--- src/tns_pkg.sv ---
// tns_pkg: shared types, codes and constants of the tone/note sequencer.
// Used by every module under src except tns_ram; depends on nothing.

package tns_pkg;

	// default sizes of the effect ring and the tune store
	localparam int QUEUE_DEPTH_DEF = 16;
	localparam int TUNE_DEPTH_DEF  = 64;

	// item field widths
	localparam int CMD_W   = 3;
	localparam int NOTE_W  = 16;
	localparam int IDX_W   = 6;
	localparam int LEN_W   = 7;
	localparam int ENTRY_W = 2 * NOTE_W;
	localparam int DIV_W   = 18;
	localparam int SRC_W   = 2;

	// stream and config port widths
	localparam int S_TDATA_W = 64;
	localparam int M_TDATA_W = 24;
	localparam int CFG_IDX_W = 1;

	// result tdata bit positions
	localparam int M_BIT_STARTED = 2 + DIV_W;

	// divider: ((APB_HZ / hz) << 8) >> 10 == APB_HZ / (4 * hz) for clamped hz
	localparam int APB_HZ    = 80000000;
	localparam int HZ_MIN    = 90;
	localparam int HZ_MAX    = 6000;
	localparam int DIV_FRAC  = 8;
	localparam int DUTY_BITS = 10;
	localparam int DIVIDEND  = APB_HZ >> (DUTY_BITS - DIV_FRAC);
	localparam int DVD_W     = $clog2(DIVIDEND + 1);
	localparam int STEP_W    = $clog2(DVD_W);
	localparam int HZC_W     = $clog2(HZ_MAX + 1);
	localparam logic [DVD_W-1:0] DIVIDEND_BITS = DVD_W'(DIVIDEND);

	typedef enum logic [CMD_W-1:0] {
		CMD_TICK    = 3'd0,
		CMD_PUSH    = 3'd1,
		CMD_TUNE_WR = 3'd2,
		CMD_START   = 3'd3,
		CMD_STOP    = 3'd4
	} cmd_t;

	typedef enum logic [SRC_W-1:0] {
		SRC_NONE   = 2'd0,
		SRC_EFFECT = 2'd1,
		SRC_MUSIC  = 2'd2
	} src_t;

	typedef enum logic [CFG_IDX_W-1:0] {
		REG_SOUND_ENABLE = 1'b0,
		REG_PIN_READY    = 1'b1
	} cfg_reg_t;

	typedef enum logic [2:0] {
		ST_IDLE,
		ST_EXEC,
		ST_CHECK,
		ST_READ,
		ST_DIV,
		ST_DONE
	} state_t;

	// controller -> datapath
	typedef struct packed {
		logic load_item;
		logic exec;
		logic clk_add;
		logic rd_ring;
		logic rd_tune;
		logic stop_tone;
		logic note_begin;
		logic out_load;
		src_t src;
	} dp_cmd_t;

	// datapath -> controller
	typedef struct packed {
		cmd_t cmd;
		logic sound_en;
		logic note_busy;
		logic ring_empty;
		logic music_avail;
		logic pin_ready;
		logic entry_hz_zero;
		logic div_done;
		logic out_free;
	} dp_stat_t;

endpackage

--- src/tns_ram.sv ---
// tns_ram: generic single-write, single-read RAM with registered read data.
// Standalone; no package needed.

module tns_ram #(
	parameter int WIDTH = 32,
	parameter int DEPTH = 16,
	localparam int AW = (DEPTH > 1) ? $clog2(DEPTH) : 1
) (
	input  logic             clk,
	input  logic             we,
	input  logic [AW-1:0]    waddr,
	input  logic [WIDTH-1:0] wdata,
	input  logic             re,
	input  logic [AW-1:0]    raddr,
	output logic [WIDTH-1:0] rdata
);

	logic [WIDTH-1:0] mem_q [DEPTH];

	always_ff @(posedge clk) begin
		if (we) begin
			mem_q[waddr] <= wdata;
		end
	end

	always_ff @(posedge clk) begin
		if (re) begin
			rdata <= mem_q[raddr];
		end
	end

endmodule

--- src/tns_ctrl.sv ---
// tns_ctrl: sequencing state machine of the tone/note sequencer.
// Depends on tns_pkg; drives the datapath through dp_cmd_t, reads dp_stat_t.

module tns_ctrl (
	input  logic              clk,
	input  logic              arst_n,
	input  logic              s_tvalid,
	output logic              s_tready,
	input  tns_pkg::dp_stat_t stat,
	output tns_pkg::dp_cmd_t  cmd
);

	tns_pkg::state_t state_q, state_d;
	tns_pkg::src_t   src_q, src_d;

	always_ff @(posedge clk or negedge arst_n) begin
		if (!arst_n) begin
			state_q <= tns_pkg::ST_IDLE;
			src_q   <= tns_pkg::SRC_NONE;
		end else begin
			state_q <= state_d;
			src_q   <= src_d;
		end
	end

	always_comb begin
		state_d  = state_q;
		src_d    = src_q;
		cmd      = '0;
		cmd.src  = src_q;
		s_tready = 1'b0;
		unique case (state_q)
			tns_pkg::ST_IDLE: begin
				s_tready = 1'b1;
				if (s_tvalid) begin
					cmd.load_item = 1'b1;
					src_d         = tns_pkg::SRC_NONE;
					state_d       = tns_pkg::ST_EXEC;
				end
			end
			tns_pkg::ST_EXEC: begin
				if (stat.cmd == tns_pkg::CMD_TICK) begin
					cmd.clk_add = 1'b1;
					state_d     = tns_pkg::ST_CHECK;
				end else begin
					cmd.exec = 1'b1;
					state_d  = tns_pkg::ST_DONE;
				end
			end
			tns_pkg::ST_CHECK: begin
				if (!stat.sound_en || stat.note_busy) begin
					state_d = tns_pkg::ST_DONE;
				end else if (!stat.ring_empty) begin
					cmd.rd_ring = 1'b1;
					src_d       = tns_pkg::SRC_EFFECT;
					state_d     = tns_pkg::ST_READ;
				end else if (stat.music_avail) begin
					cmd.rd_tune = 1'b1;
					src_d       = tns_pkg::SRC_MUSIC;
					state_d     = tns_pkg::ST_READ;
				end else begin
					cmd.stop_tone = 1'b1;
					state_d       = tns_pkg::ST_DONE;
				end
			end
			tns_pkg::ST_READ: begin
				// note leaves the ring/tune even when the pin is not ready
				if (stat.pin_ready) begin
					cmd.note_begin = 1'b1;
					state_d = stat.entry_hz_zero ? tns_pkg::ST_DONE : tns_pkg::ST_DIV;
				end else begin
					src_d   = tns_pkg::SRC_NONE;
					state_d = tns_pkg::ST_DONE;
				end
			end
			tns_pkg::ST_DIV: begin
				if (stat.div_done) begin
					state_d = tns_pkg::ST_DONE;
				end
			end
			tns_pkg::ST_DONE: begin
				if (stat.out_free) begin
					cmd.out_load = 1'b1;
					state_d      = tns_pkg::ST_IDLE;
				end
			end
			default: begin
				state_d = tns_pkg::ST_IDLE;
			end
		endcase
	end

endmodule

--- src/tns_dp.sv ---
// tns_dp: datapath of the tone/note sequencer: clock, note timer, effect ring,
// tune store, bit-serial divider and result register. Depends on tns_pkg, tns_ram.

module tns_dp #(
	parameter int QUEUE_DEPTH = tns_pkg::QUEUE_DEPTH_DEF,
	parameter int TUNE_DEPTH  = tns_pkg::TUNE_DEPTH_DEF
) (
	input  logic                            clk,
	input  logic                            arst_n,
	input  logic [tns_pkg::S_TDATA_W-1:0]   s_tdata,
	input  logic [tns_pkg::CMD_W-1:0]       s_tuser,
	input  logic                            cfg_valid,
	input  logic [tns_pkg::CFG_IDX_W-1:0]   cfg_index,
	input  logic                            cfg_data,
	output logic                            m_tvalid,
	input  logic                            m_tready,
	output logic [tns_pkg::M_TDATA_W-1:0]   m_tdata,
	output logic [tns_pkg::SRC_W-1:0]       m_tuser,
	input  tns_pkg::dp_cmd_t                cmd,
	output tns_pkg::dp_stat_t               stat
);

	localparam int QAW = (QUEUE_DEPTH > 1) ? $clog2(QUEUE_DEPTH) : 1;
	localparam int TAW = (TUNE_DEPTH > 1) ? $clog2(TUNE_DEPTH) : 1;
	localparam int TCW = $clog2(TUNE_DEPTH + 1);
	localparam int LW  = (TCW > tns_pkg::LEN_W) ? TCW : tns_pkg::LEN_W;
	localparam int IW  = (TAW > tns_pkg::IDX_W) ? TAW : tns_pkg::IDX_W;
	localparam int NW  = tns_pkg::NOTE_W;

	// latched item
	tns_pkg::cmd_t             cmd_q;
	logic [NW-1:0]             hz_q, ms_q, el_q;
	logic [tns_pkg::IDX_W-1:0] idx_q;
	logic [tns_pkg::LEN_W-1:0] len_q;

	// state
	logic                      sound_q, pin_q;
	logic [31:0]               clock_q, note_end_q;
	logic [QAW-1:0]            head_q, tail_q;
	logic [TCW-1:0]            count_q;
	logic [TAW-1:0]            pos_q;
	logic                      music_q, tone_q, acc_q, rd_sel_q;
	logic [tns_pkg::DIV_W-1:0] divider_q;

	// divider
	logic                        div_busy_q;
	logic [tns_pkg::STEP_W-1:0]  step_q;
	logic [tns_pkg::HZC_W-1:0]   rem_q, hzc_q, rem_nx, hzc_d;
	logic [tns_pkg::DIV_W-1:0]   quot_q, quot_nx;
	logic [tns_pkg::HZC_W:0]     trial, trial_sub;
	logic                        trial_ge;

	// output register
	logic                          m_valid_q;
	logic [tns_pkg::M_TDATA_W-1:0] m_data_q;
	logic [tns_pkg::SRC_W-1:0]     m_user_q;

	logic [QAW-1:0]             head_nx, tail_nx;
	logic                       ring_push, ring_we, tune_we, idx_in;
	logic [TAW-1:0]             pos_nx;
	logic [IW-1:0]              idx_w;
	logic [LW-1:0]              len_w, len_sat;
	logic [31:0]                clk_diff;
	logic [tns_pkg::ENTRY_W-1:0] ring_rdata, tune_rdata, entry, wr_entry;
	logic [NW-1:0]              hz_e, ms_e;

	assign head_nx   = (head_q == QAW'(QUEUE_DEPTH - 1)) ? '0 : head_q + QAW'(1);
	assign tail_nx   = (tail_q == QAW'(QUEUE_DEPTH - 1)) ? '0 : tail_q + QAW'(1);
	assign ring_push = sound_q && (tail_nx != head_q);
	assign pos_nx    = ((TCW'(pos_q) + TCW'(1)) == count_q) ? '0 : pos_q + TAW'(1);
	assign idx_w     = IW'(idx_q);
	assign idx_in    = 32'(idx_q) < 32'(TUNE_DEPTH);
	assign len_w     = LW'(len_q);
	assign len_sat   = (len_w > LW'(TUNE_DEPTH)) ? LW'(TUNE_DEPTH) : len_w;
	assign wr_entry  = {ms_q, hz_q};
	assign ring_we   = cmd.exec && (cmd_q == tns_pkg::CMD_PUSH) && ring_push;
	assign tune_we   = cmd.exec && (cmd_q == tns_pkg::CMD_TUNE_WR) && idx_in;

	assign entry = rd_sel_q ? tune_rdata : ring_rdata;
	assign hz_e  = entry[NW-1:0];
	assign ms_e  = entry[tns_pkg::ENTRY_W-1:NW];

	// signed distance from note end; note still running while negative
	assign clk_diff = clock_q - note_end_q;

	always_comb begin
		if (hz_e < NW'(tns_pkg::HZ_MIN)) begin
			hzc_d = tns_pkg::HZC_W'(tns_pkg::HZ_MIN);
		end else if (hz_e > NW'(tns_pkg::HZ_MAX)) begin
			hzc_d = tns_pkg::HZC_W'(tns_pkg::HZ_MAX);
		end else begin
			hzc_d = hz_e[tns_pkg::HZC_W-1:0];
		end
	end

	// one restoring step per cycle, MSB of the constant dividend first
	assign trial     = {rem_q, tns_pkg::DIVIDEND_BITS[step_q]};
	assign trial_sub = trial - {1'b0, hzc_q};
	assign trial_ge  = trial >= {1'b0, hzc_q};
	assign rem_nx    = trial_ge ? trial_sub[tns_pkg::HZC_W-1:0] : trial[tns_pkg::HZC_W-1:0];
	assign quot_nx   = {quot_q[tns_pkg::DIV_W-2:0], trial_ge};

	tns_ram #(.WIDTH(tns_pkg::ENTRY_W), .DEPTH(QUEUE_DEPTH)) u_ring (
		.clk   (clk),
		.we    (ring_we),
		.waddr (tail_q),
		.wdata (wr_entry),
		.re    (cmd.rd_ring),
		.raddr (head_q),
		.rdata (ring_rdata)
	);

	tns_ram #(.WIDTH(tns_pkg::ENTRY_W), .DEPTH(TUNE_DEPTH)) u_tune (
		.clk   (clk),
		.we    (tune_we),
		.waddr (idx_w[TAW-1:0]),
		.wdata (wr_entry),
		.re    (cmd.rd_tune),
		.raddr (pos_q),
		.rdata (tune_rdata)
	);

	always_ff @(posedge clk or negedge arst_n) begin
		if (!arst_n) begin
			sound_q    <= 1'b0;
			pin_q      <= 1'b0;
			clock_q    <= '0;
			note_end_q <= '0;
			head_q     <= '0;
			tail_q     <= '0;
			count_q    <= '0;
			pos_q      <= '0;
			music_q    <= 1'b0;
			tone_q     <= 1'b0;
			acc_q      <= 1'b0;
			rd_sel_q   <= 1'b0;
			divider_q  <= '0;
			div_busy_q <= 1'b0;
			m_valid_q  <= 1'b0;
		end else begin
			if (cfg_valid) begin
				unique case (tns_pkg::cfg_reg_t'(cfg_index))
					tns_pkg::REG_SOUND_ENABLE: begin
						sound_q <= cfg_data;
						if (!cfg_data) begin
							head_q     <= '0;
							tail_q     <= '0;
							note_end_q <= '0;
							tone_q     <= 1'b0;
						end
					end
					tns_pkg::REG_PIN_READY: begin
						pin_q <= cfg_data;
						if (cfg_data) begin
							tone_q <= 1'b0;
						end
					end
					default: begin
					end
				endcase
			end
			if (cmd.load_item) begin
				acc_q <= 1'b0;
			end
			if (cmd.exec) begin
				case (cmd_q)
					tns_pkg::CMD_PUSH: begin
						if (ring_push) begin
							tail_q <= tail_nx;
							acc_q  <= 1'b1;
						end
					end
					tns_pkg::CMD_START: begin
						count_q <= TCW'(len_sat);
						pos_q   <= '0;
						music_q <= (len_sat != '0);
					end
					tns_pkg::CMD_STOP: begin
						music_q <= 1'b0;
					end
					default: begin
					end
				endcase
			end
			if (cmd.clk_add) begin
				clock_q <= clock_q + 32'(el_q);
			end
			if (cmd.rd_ring) begin
				head_q   <= head_nx;
				rd_sel_q <= 1'b0;
			end
			if (cmd.rd_tune) begin
				pos_q    <= pos_nx;
				rd_sel_q <= 1'b1;
			end
			if (cmd.stop_tone && (note_end_q != '0)) begin
				tone_q     <= 1'b0;
				note_end_q <= '0;
			end
			if (cmd.note_begin) begin
				note_end_q <= clock_q + 32'(ms_e);
				if (hz_e == '0) begin
					tone_q <= 1'b0;
				end else begin
					div_busy_q <= 1'b1;
				end
			end
			if (div_busy_q && (step_q == '0)) begin
				div_busy_q <= 1'b0;
				divider_q  <= quot_nx;
				tone_q     <= 1'b1;
			end
			if (cmd.out_load) begin
				m_valid_q <= 1'b1;
			end else if (m_tready) begin
				m_valid_q <= 1'b0;
			end
		end
	end

	always_ff @(posedge clk) begin
		if (cmd.load_item) begin
			cmd_q <= tns_pkg::cmd_t'(s_tuser);
			hz_q  <= s_tdata[NW-1:0];
			ms_q  <= s_tdata[2*NW-1:NW];
			el_q  <= s_tdata[3*NW-1:2*NW];
			idx_q <= s_tdata[3*NW+tns_pkg::IDX_W-1:3*NW];
			len_q <= s_tdata[3*NW+tns_pkg::IDX_W+tns_pkg::LEN_W-1:3*NW+tns_pkg::IDX_W];
		end
		if (cmd.note_begin) begin
			rem_q  <= '0;
			quot_q <= '0;
			hzc_q  <= hzc_d;
			step_q <= tns_pkg::STEP_W'(tns_pkg::DVD_W - 1);
		end else if (div_busy_q) begin
			rem_q  <= rem_nx;
			quot_q <= quot_nx;
			step_q <= step_q - tns_pkg::STEP_W'(1);
		end
		if (cmd.out_load) begin
			m_data_q <= {2'b00, music_q, (cmd.src != tns_pkg::SRC_NONE), divider_q, tone_q,
				acc_q};
			m_user_q <= cmd.src;
		end
	end

	assign m_tvalid = m_valid_q;
	assign m_tdata  = m_data_q;
	assign m_tuser  = m_user_q;

	always_comb begin
		stat               = '0;
		stat.cmd           = cmd_q;
		stat.sound_en      = sound_q;
		stat.note_busy     = (note_end_q != '0) && clk_diff[31];
		stat.ring_empty    = (head_q == tail_q);
		stat.music_avail   = music_q && (count_q != '0);
		stat.pin_ready     = pin_q;
		stat.entry_hz_zero = (hz_e == '0);
		stat.div_done      = div_busy_q && (step_q == '0);
		stat.out_free      = !m_valid_q || m_tready;
	end

endmodule

--- src/tone_note_sequencer_core.sv ---
// tone_note_sequencer_core: top level of the tone/note sequencer.
// Depends on tns_pkg, tns_ctrl, tns_dp (which holds two tns_ram instances).

// Plays timed square-wave notes. Commands arrive one per slave-side transfer
// (tuser = command: tick, push effect, write tune slot, start, stop music) and
// each gives exactly one result transfer on the master side. A tick advances
// the millisecond clock and, while sound is enabled and the current note has
// run out, starts the next queued effect note, else the next tune note
// (looping), else silences. A command other than tick passes through the
// exec and done states; a tick passes through exec, check and done, and
// also read when it takes a note, sounding or not (a rest, or the pin not
// assigned); one that starts a sounded note also waits in the div state for
// the 25-step bit-serial divider that computes the timer divider. The result
// sits in an output register, so the next command is taken while it waits.
// The effect ring and the tune store are RAMs with no clear after reset: ring
// pointers define what is valid, and tune slots must be written before a tune
// that uses them is started. Configuration writes are always ready and are
// only to be issued while no command is in flight.

module tone_note_sequencer_core #(
	parameter int QUEUE_DEPTH = tns_pkg::QUEUE_DEPTH_DEF,
	parameter int TUNE_DEPTH  = tns_pkg::TUNE_DEPTH_DEF
) (
	input  logic                          clk,
	input  logic                          arst_n,
	input  logic                          s_tvalid,
	output logic                          s_tready,
	// note_hz[15:0], note_ms[31:16], elapsed_ms[47:32], tune_index[53:48],
	// tune_length[60:54], zero fill above
	input  logic [tns_pkg::S_TDATA_W-1:0] s_tdata,
	// command
	input  logic [tns_pkg::CMD_W-1:0]     s_tuser,
	output logic                          m_tvalid,
	input  logic                          m_tready,
	// accepted[0], tone_on[1], timer_divider[19:2], note_started[20],
	// music_playing[21], zero fill above
	output logic [tns_pkg::M_TDATA_W-1:0] m_tdata,
	// note_source
	output logic [tns_pkg::SRC_W-1:0]     m_tuser,
	input  logic                          cfg_valid,
	output logic                          cfg_ready,
	input  logic [tns_pkg::CFG_IDX_W-1:0] cfg_index,
	input  logic                          cfg_data
);

	tns_pkg::dp_cmd_t  dp_cmd;
	tns_pkg::dp_stat_t dp_stat;

	assign cfg_ready = 1'b1;

	tns_ctrl u_ctrl (
		.clk      (clk),
		.arst_n   (arst_n),
		.s_tvalid (s_tvalid),
		.s_tready (s_tready),
		.stat     (dp_stat),
		.cmd      (dp_cmd)
	);

	tns_dp #(
		.QUEUE_DEPTH (QUEUE_DEPTH),
		.TUNE_DEPTH  (TUNE_DEPTH)
	) u_dp (
		.clk       (clk),
		.arst_n    (arst_n),
		.s_tdata   (s_tdata),
		.s_tuser   (s_tuser),
		.cfg_valid (cfg_valid),
		.cfg_index (cfg_index),
		.cfg_data  (cfg_data),
		.m_tvalid  (m_tvalid),
		.m_tready  (m_tready),
		.m_tdata   (m_tdata),
		.m_tuser   (m_tuser),
		.cmd       (dp_cmd),
		.stat      (dp_stat)
	);

`ifndef SYNTH
	a_out_load_free: assert property (@(posedge clk) disable iff (!arst_n)
		dp_cmd.out_load |-> dp_stat.out_free)
		else $error("result loaded over an untaken result");

	a_ring_read_nonempty: assert property (@(posedge clk) disable iff (!arst_n)
		dp_cmd.rd_ring |-> !dp_stat.ring_empty)
		else $error("effect ring read while empty");

	a_started_matches_source: assert property (@(posedge clk) disable iff (!arst_n)
		m_tvalid |-> (m_tdata[tns_pkg::M_BIT_STARTED] == (m_tuser != tns_pkg::SRC_NONE)))
		else $error("note_started disagrees with note_source");
`endif

endmodule
--- config.mk ---
export PLATFORM = sky130hd
export DESIGN_NAME = tone_note_sequencer_core
export DESIGN_NICKNAME = d
export VERILOG_FILES = /design/src/tns_pkg.sv /design/src/tns_ram.sv /design/src/tns_ctrl.sv /design/src/tns_dp.sv /design/src/tone_note_sequencer_core.sv
export SDC_FILE = /design/constraint.sdc
export NUM_CORES = 2
export LEC_CHECK = 0
export BUFFER_PORTS_ARGS = -buffer_cell sky130_fd_sc_hd__buf_2
export CAP_MARGIN = 25
export CORE_ASPECT_RATIO = 0.5
export CORE_MARGIN = 2
export CORE_UTILIZATION = 25
export DETAILED_ROUTE_END_ITERATION = 10
export MAX_ROUTING_LAYER = met4
export PLACE_DENSITY = 0.43
export SLEW_MARGIN = 30
export SYNTH_ARGS = -nofsm -noshare
export SYNTH_HDL_FRONTEND = slang
export SYNTH_SLANG_ARGS = --single-unit
--- constraint.sdc ---
create_clock -name clk -period 6.1 [get_ports clk]
set_input_delay 0.915 -clock clk [delete_from_list [all_inputs] [get_ports clk]]
set_output_delay 0.915 -clock clk [all_outputs]
set_load 0.01 [all_outputs]
Word level (Yosys, flattened, before mapping):

Memory sizes are Yosys's and may differ from the RTL's. A register that Yosys moved wholly into a read port is not among the register bits.
Index checks and enable logic that the tools add are counted.

* input bits: 74
* memory bits (writable): 2560
* word-level logic and storage cells: 197
* bits in registers: 252
* memories kept: 3
* ROM bits: 32
* output and inout port bits: 29

* equality and inequality tests: 25
* bitwise operators: 1
* add/sub/neg operators: 9
* reduce and logical (&&, ||, !) cells: 40
* order comparisons: 5
* multiplexer cells: 84

Memories
* u_dp.u_tune.mem_q: words 64, width 32, read ports 1, clocked after Yosys merged registers in 1, write ports 1, RTL line tns_ram.sv:18 `logic [WIDTH-1:0] mem_q [DEPTH];`
* u_dp.u_ring.mem_q: words 16, width 32, read ports 1, clocked after Yosys merged registers in 1, write ports 1, RTL line tns_ram.sv:18
* (name not given): words 32, width 1, read ports 1, clocked after Yosys merged registers in 1, write ports 0, RTL line tns_dp.sv:97 `assign trial = {rem_q, tns_pkg::DIVIDEND_BITS[step_q]};`

Operators by type and width (count)
* $mux 32: 6
* $add 32x16->32: 2
* $mux 4: 12
* $mux 1: 36
* $reduce_bool 32->1: 1
* $sub 32x32->32: 1
* $mux 3: 10
* $mux 13: 2
* $mux 6: 4
* $pmux 3 s6: 1
* $gt 16x13->1 const B: 1
* $logic_not 16->1: 1
* $lt 16x7->1 const B: 1
* $reduce_bool 2->1: 8
* $ge 14x13->1: 1
* $mux 2: 7
* $reduce_bool 7->1: 2
* $sub 13x13->13: 1
* $eq 3x2->1 const B: 4
* $ne 2x2->1 const B: 6
* $reduce_and 2->1: 6
* $mux 5: 2
* $eq 3x3->1 const B: 3
* $reduce_and 3->1: 3
* 26 further kinds: 43

Depth between registers and ports, before layout:

* depth in word-level cells: 11
* gate-level depth with buffers: 14
* mapped depth without buffers: 12

Cells and area by module:

From an unflattened synthesis, not the netlist that was laid out.

* cells, all modules: 5480
* area, all modules: 112809.4 um^2

Modules (own cells, without submodules)
* tns_ram at u_dp.u_tune: area an instance 78835.6 um^2, cells an instance 3324, times used 1, seq. area each 62459.9 um^2
* tns_ram at u_dp.u_ring: area an instance 20155.6 um^2, cells an instance 838, times used 1, seq. area each 16335.7 um^2
* tns_dp: area an instance 13351.6 um^2, cells an instance 1261, times used 1, seq. area each 6531.3 um^2
* tns_ctrl: area an instance 455.4 um^2, cells an instance 55, times used 1, seq. area each 125.1 um^2
* tone_note_sequencer_core: area an instance 11.3 um^2, cells an instance 2, times used 1, seq. area each 0.0 um^2

Worst setup path before layout:

OpenSTA, ideal clock, no wires.

* kind: register to register
* start point: reg u_dp.tail_q[3]
* end point: mem u_dp.u_ring.mem_q[0][0] (enable)
* slack: 1.563 ns
* library setup time: 0.461 ns
* cell stages (with the launch flop): 9
* clock period less this slack: 4.537 ns
* data required time: 5.639 ns
* arrival: 4.076 ns
* buffers on the path: 2
* cell sequence: dfrtp_1 > clkbuf_1 > nand2b_1 > o31a_1 > xor2_1 > a41oi_1 > clkbuf_1 > nand2_1 > nor3_1

* word-level cells in the longest chain between the ends: 7
* elaborated cells on any way between the ends: 8
* those cells by class: add/sub: 1; eq/ne: 2; mux: 3; reduce/logical: 2

Ends and longest elaborated chain
* start, declared: RTL line tns_dp.sv:39 `logic [QAW-1:0] head_q, tail_q;`
* start signal, assigned: RTL line tns_dp.sv:169 `tail_q <= tail_nx;`
* $add 4x1->4 or $eq 4x4->1 (tied branches): RTL line tns_dp.sv:68 `assign tail_nx = (tail_q == QAW'(QUEUE_DEPTH - 1)) ? '0 : tail_q + QAW'(1);`
* $mux 4: RTL line tns_dp.sv:68
* $ne 4x4->1: RTL line tns_dp.sv:69 `assign ring_push = sound_q && (tail_nx != head_q);`
* $logic_and 1x1->1: RTL line tns_dp.sv:69
* $logic_and 1x1->1: RTL line tns_dp.sv:76 `assign ring_we = cmd.exec && (cmd_q == tns_pkg::CMD_PUSH) && ring_push;`
* $mux 1: RTL line tns_ram.sv:21 `if (we) begin`
* $mux 1 (not written as such): RTL line tns_ram.sv:22 `mem_q[waddr] <= wdata;`
* end, declared: RTL line tns_ram.sv:18

Parallel ways exist; a longest one is shown, timed or not.

Final worst setup path:

* start point: reg u_ctrl.state_q[1]
* end point: mem u_dp.u_tune.mem_q[26][29] (enable)

* word-level cells in the longest chain between the ends: 5

Ends and longest elaborated chain
* start, declared: RTL line tns_ctrl.sv:13 `tns_pkg::state_t state_q, state_d;`
* start signal, assigned: RTL line tns_ctrl.sv:18 `state_q <= tns_pkg::ST_IDLE;`
* start signal, assigned: RTL line tns_ctrl.sv:21 `state_q <= state_d;`
* $eq 3x1->1: RTL line tns_ctrl.sv:32 `unique case (state_q)`
* $mux 2: RTL line tns_ctrl.sv:32
* $logic_and 1x1->1: RTL line tns_dp.sv:77 `assign tune_we = cmd.exec && (cmd_q == tns_pkg::CMD_TUNE_WR) && idx_in;`
* $mux 1: RTL line tns_ram.sv:21
* $mux 1 (not written as such): RTL line tns_ram.sv:22
* end, declared: RTL line tns_ram.sv:18

Every way passes these cells.

==> run_results.csv <==
group,metric,value,unit
finish,fin_area,133000,sq um
clocking,clock_insertion_delay_worst_skew,0.90,ns
critical_path,rr_worst_depth,7,
sta,tns,0,ns
critical_path,end_kind,"flop",
synthesis,synth.largest_area_cell,"edfxtp_1",
die,placementRows,174,
synthesis,synth.distinct_cells,75,
synthesis,synth_common_cells,"edfxtp_1 (2725), mux4_2 (486), mux2i_1 (386)",
clocking,cts_tree,"done",
sta,worst_clock_skew,0.0815,ns
synthesis,yosysWarnings,0,
clocking,numClockSinks,2877,
synthesis,synth_edf_count,2725,
synthesis,synth_area_leaders,"edfxtp_1 (72%), mux4_2 (9.7%), mux2i_1 (3.4%)",
synthesis,synth.yosys.seq_area_share,75.6,%
sta,rsz0062_at_grt,"no",
critical_path,critPathCapture,"u_dp.u_tune.mem_q[26][29]$_DFFE_PP_",
critical_path,critical_path_arrival,4.98,ns
finish,fin_util,29.5,%
critical_path,reg2reg_to,"u_dp.u_tune.mem_q[26][29]$_DFFE_PP_",
route,vias,57300,
clocking,cts_root_buf,"clkbuf_16",
sta,clock.fmax,0.227,GHz
critical_path,reg2reg_slack,1.69,ns
critical_path,crit_required,6.66,ns
placed_design,gp_congestion,0.762,
finish,drive_gt1_share,23.4,%
synthesis,synth_ff_type,"edfxtp_1",
sta,worstMarginPinSlew,1.07,ns
global_route,grt_pass1_wl,471000,um
sta,final.period_utilization,72.3,%
synthesis,ys_async_sr_fraction,4.03,%
sta,hold-worst-slack,0.111,ns
synthesis,netlist_instances,5851,
critical_path,crit_fanout,20,
synthesis,yosysMostFrequentCell,"edfxtp_1",
sta,hold_viol_final,0,
global_route,grt_max_degree,102,
die,dieArea,458000,sq um
sta,slew_headroom,28.9,%
critical_path,r2r_start,"u_ctrl.state_q[1]$_DFFE_PN0P_",
synthesis,netlist_area,113000,sq um
route,drt-wirelength-per-cell,27.2,um
die,io_pins,103,
die,die-height,479,um
finish,area_growth,17.3,%
outcome,outcome,"completed",
die,coreArea,450000,sq um
global_route,antenna_found_initial,34,
power_and_ir_drop,p_leak,39.7,nW
power_and_ir_drop,p_per_area,297,nW/um^2
die,die_w,955,um
die,start_util,25.1,%
finish,finalNetCount,6364,
job,max_cap_viol_count,0,
route,drt_iter0_markers,5523,
clocking,path_clk_slew,0.07,ns
clocking,cts-buffers-inserted,301,
clocking,post_cts_resized,0,
synthesis,yosysTopAreaCellShare,72.4,%
placed_design,port_buffers,96,
sta,finalSetupViolCount,0,
power_and_ir_drop,ir_drop,0.000200,V
global_route,grt.overflow.total,0,
synthesis,ys_seq_elements,2877,
sta,slew_violations,0,
clocking,postCtsHoldBufs,0,
clocking,post-cts-setup-buffer-count,0,
route,drc,0,
critical_path,cp-start-kind,"flop",
clocking,clk_path_buf_depth,4,
synthesis,avgSynthCellArea,19.3,sq um
clocking,htreeDepth,5,
critical_path,startpoint,"u_ctrl.state_q[1]$_DFFE_PN0P_",
route,ant_nets,0,
route,post_drt_via_cell_ratio,4.62,
power_and_ir_drop,power,39.4,mW
route,wl,338000,um
critical_path,critPathKind,"reg -> reg",
route,firstDrtPassIters,5,
placed_design,place_area,123000,sq um
global_route,grt_pass1_vias,57400,
sta,layout_min_cycle_time,4.41,ns
global_route,grt_usage,14.8,%
worst_hold_path,hold_path_class,"in -> async",
placed_design,place_hpwl,203000,um
## layer usage
| metal | vias to the layer above | routed length (um) | track usage, % |
|---|---|---|---|
| met3 | 373 | 15700 | 1.88 |
| met5 | - | 0 | - |
| li1 | 24600 | - | - |
| met1 | 31000 | 158000 | 20.9 |
| met4 | 0 | 6270 | 2.86 |
| met2 | 1312 | 158000 | 23.2 |
## placed cells by master (no fill, tap or decap), drive strengths merged, types with 116 or more instances in the layout
cell type and instances:
a21oi 294, buf 345, clkbuf 369, dfrtp 116, edfxtp 2725, mux2 153, mux2i 386, mux4 486
nand2 229, nor2 168, o21ai 188, o221ai 117, o22ai 121
## report_power, final
part	total, mW	internal (mW)	switching [mW]
combinational	0.0904	0.0294	0.0609
clock	18.0	10.1	7.89
sequential	21.3	21.3	0.00394
total	39.4	31.4	7.96
## sequential cells by signal, summed over array words and instances, names as in the netlist, 16 cells and up
register           count
u_dp.el_q             16
u_dp.u_tune.mem_q   2048
u_dp.u_ring.rdata     32
u_dp.ms_q             16
u_dp.m_tdata          22
u_dp.note_end_q       32
u_dp.hz_q             16
u_dp.clock_q          32
u_dp.u_ring.mem_q    512
u_dp.divider_q        18
u_dp.u_tune.rdata     32
u_dp.quot_q           17
## logic make-up after synthesis
kind of cell	count (synthesis)	share of synthesized area (%)
and+or+nand+nor	568	2.24
adders and majority gates	85	0.961
buffers and inverters	371	1.31
AOI/OAI and AO/OA	840	4.61
DFF	2877	75.6
xor gates and xnor gates	83	0.643
other	2	0.00664
muxes	1025	14.6
## final cells by class
cell class	instances	area (sq um)
Inverter	75	287
Clock buffer	368	7910
Tap cell	5984	7490
Sequential cell	2877	85500
Multi-Input combinational cell	2604	26800
Clock inverter	153	1360
Fill cell	44100	317000
Timing Repair Buffer	346	3150
Antenna cell	10	25.0
## worst min path at each step
stage,endpoint,slack (ns),depth (start not counted)
after CTS,u_dp.idx_q[5]$_DFFE_PP_,0.11,1
after floorplan,u_dp.m_tdata[10]$_DFFE_PP_,0.42,0
after global routing,u_dp.clock_q[2]$_DFFE_PN0P_,0.14,1
after global placement,u_dp.m_tdata[16]$_DFFE_PP_,0.43,0
final,u_dp.clock_q[2]$_DFFE_PN0P_,0.11,1
after detailed placement,u_dp.m_tdata[17]$_DFFE_PP_,0.44,0
## stage by stage
stage / std cells / worst slack, ns
after floorplan: 5852 / 1.56
after global placement: 11900 / 1.39
after detailed placement: 11900 / 1.64
after CTS: 12400 / 1.60
after global routing: 12400 / 1.50
final: 12400 / 1.69
## worst max-delay path, stage by stage, from the launching register on
cell,delay (ns)
dfrtp_1,0.56
nor2_1,0.17
nand2_1,0.15
nor2_1,0.47
nor4bb_2,0.79
nand2_2,0.60
nor2_4,0.91
buf_4,0.39
No activity file was read; power rests on OpenSTA's default activity.
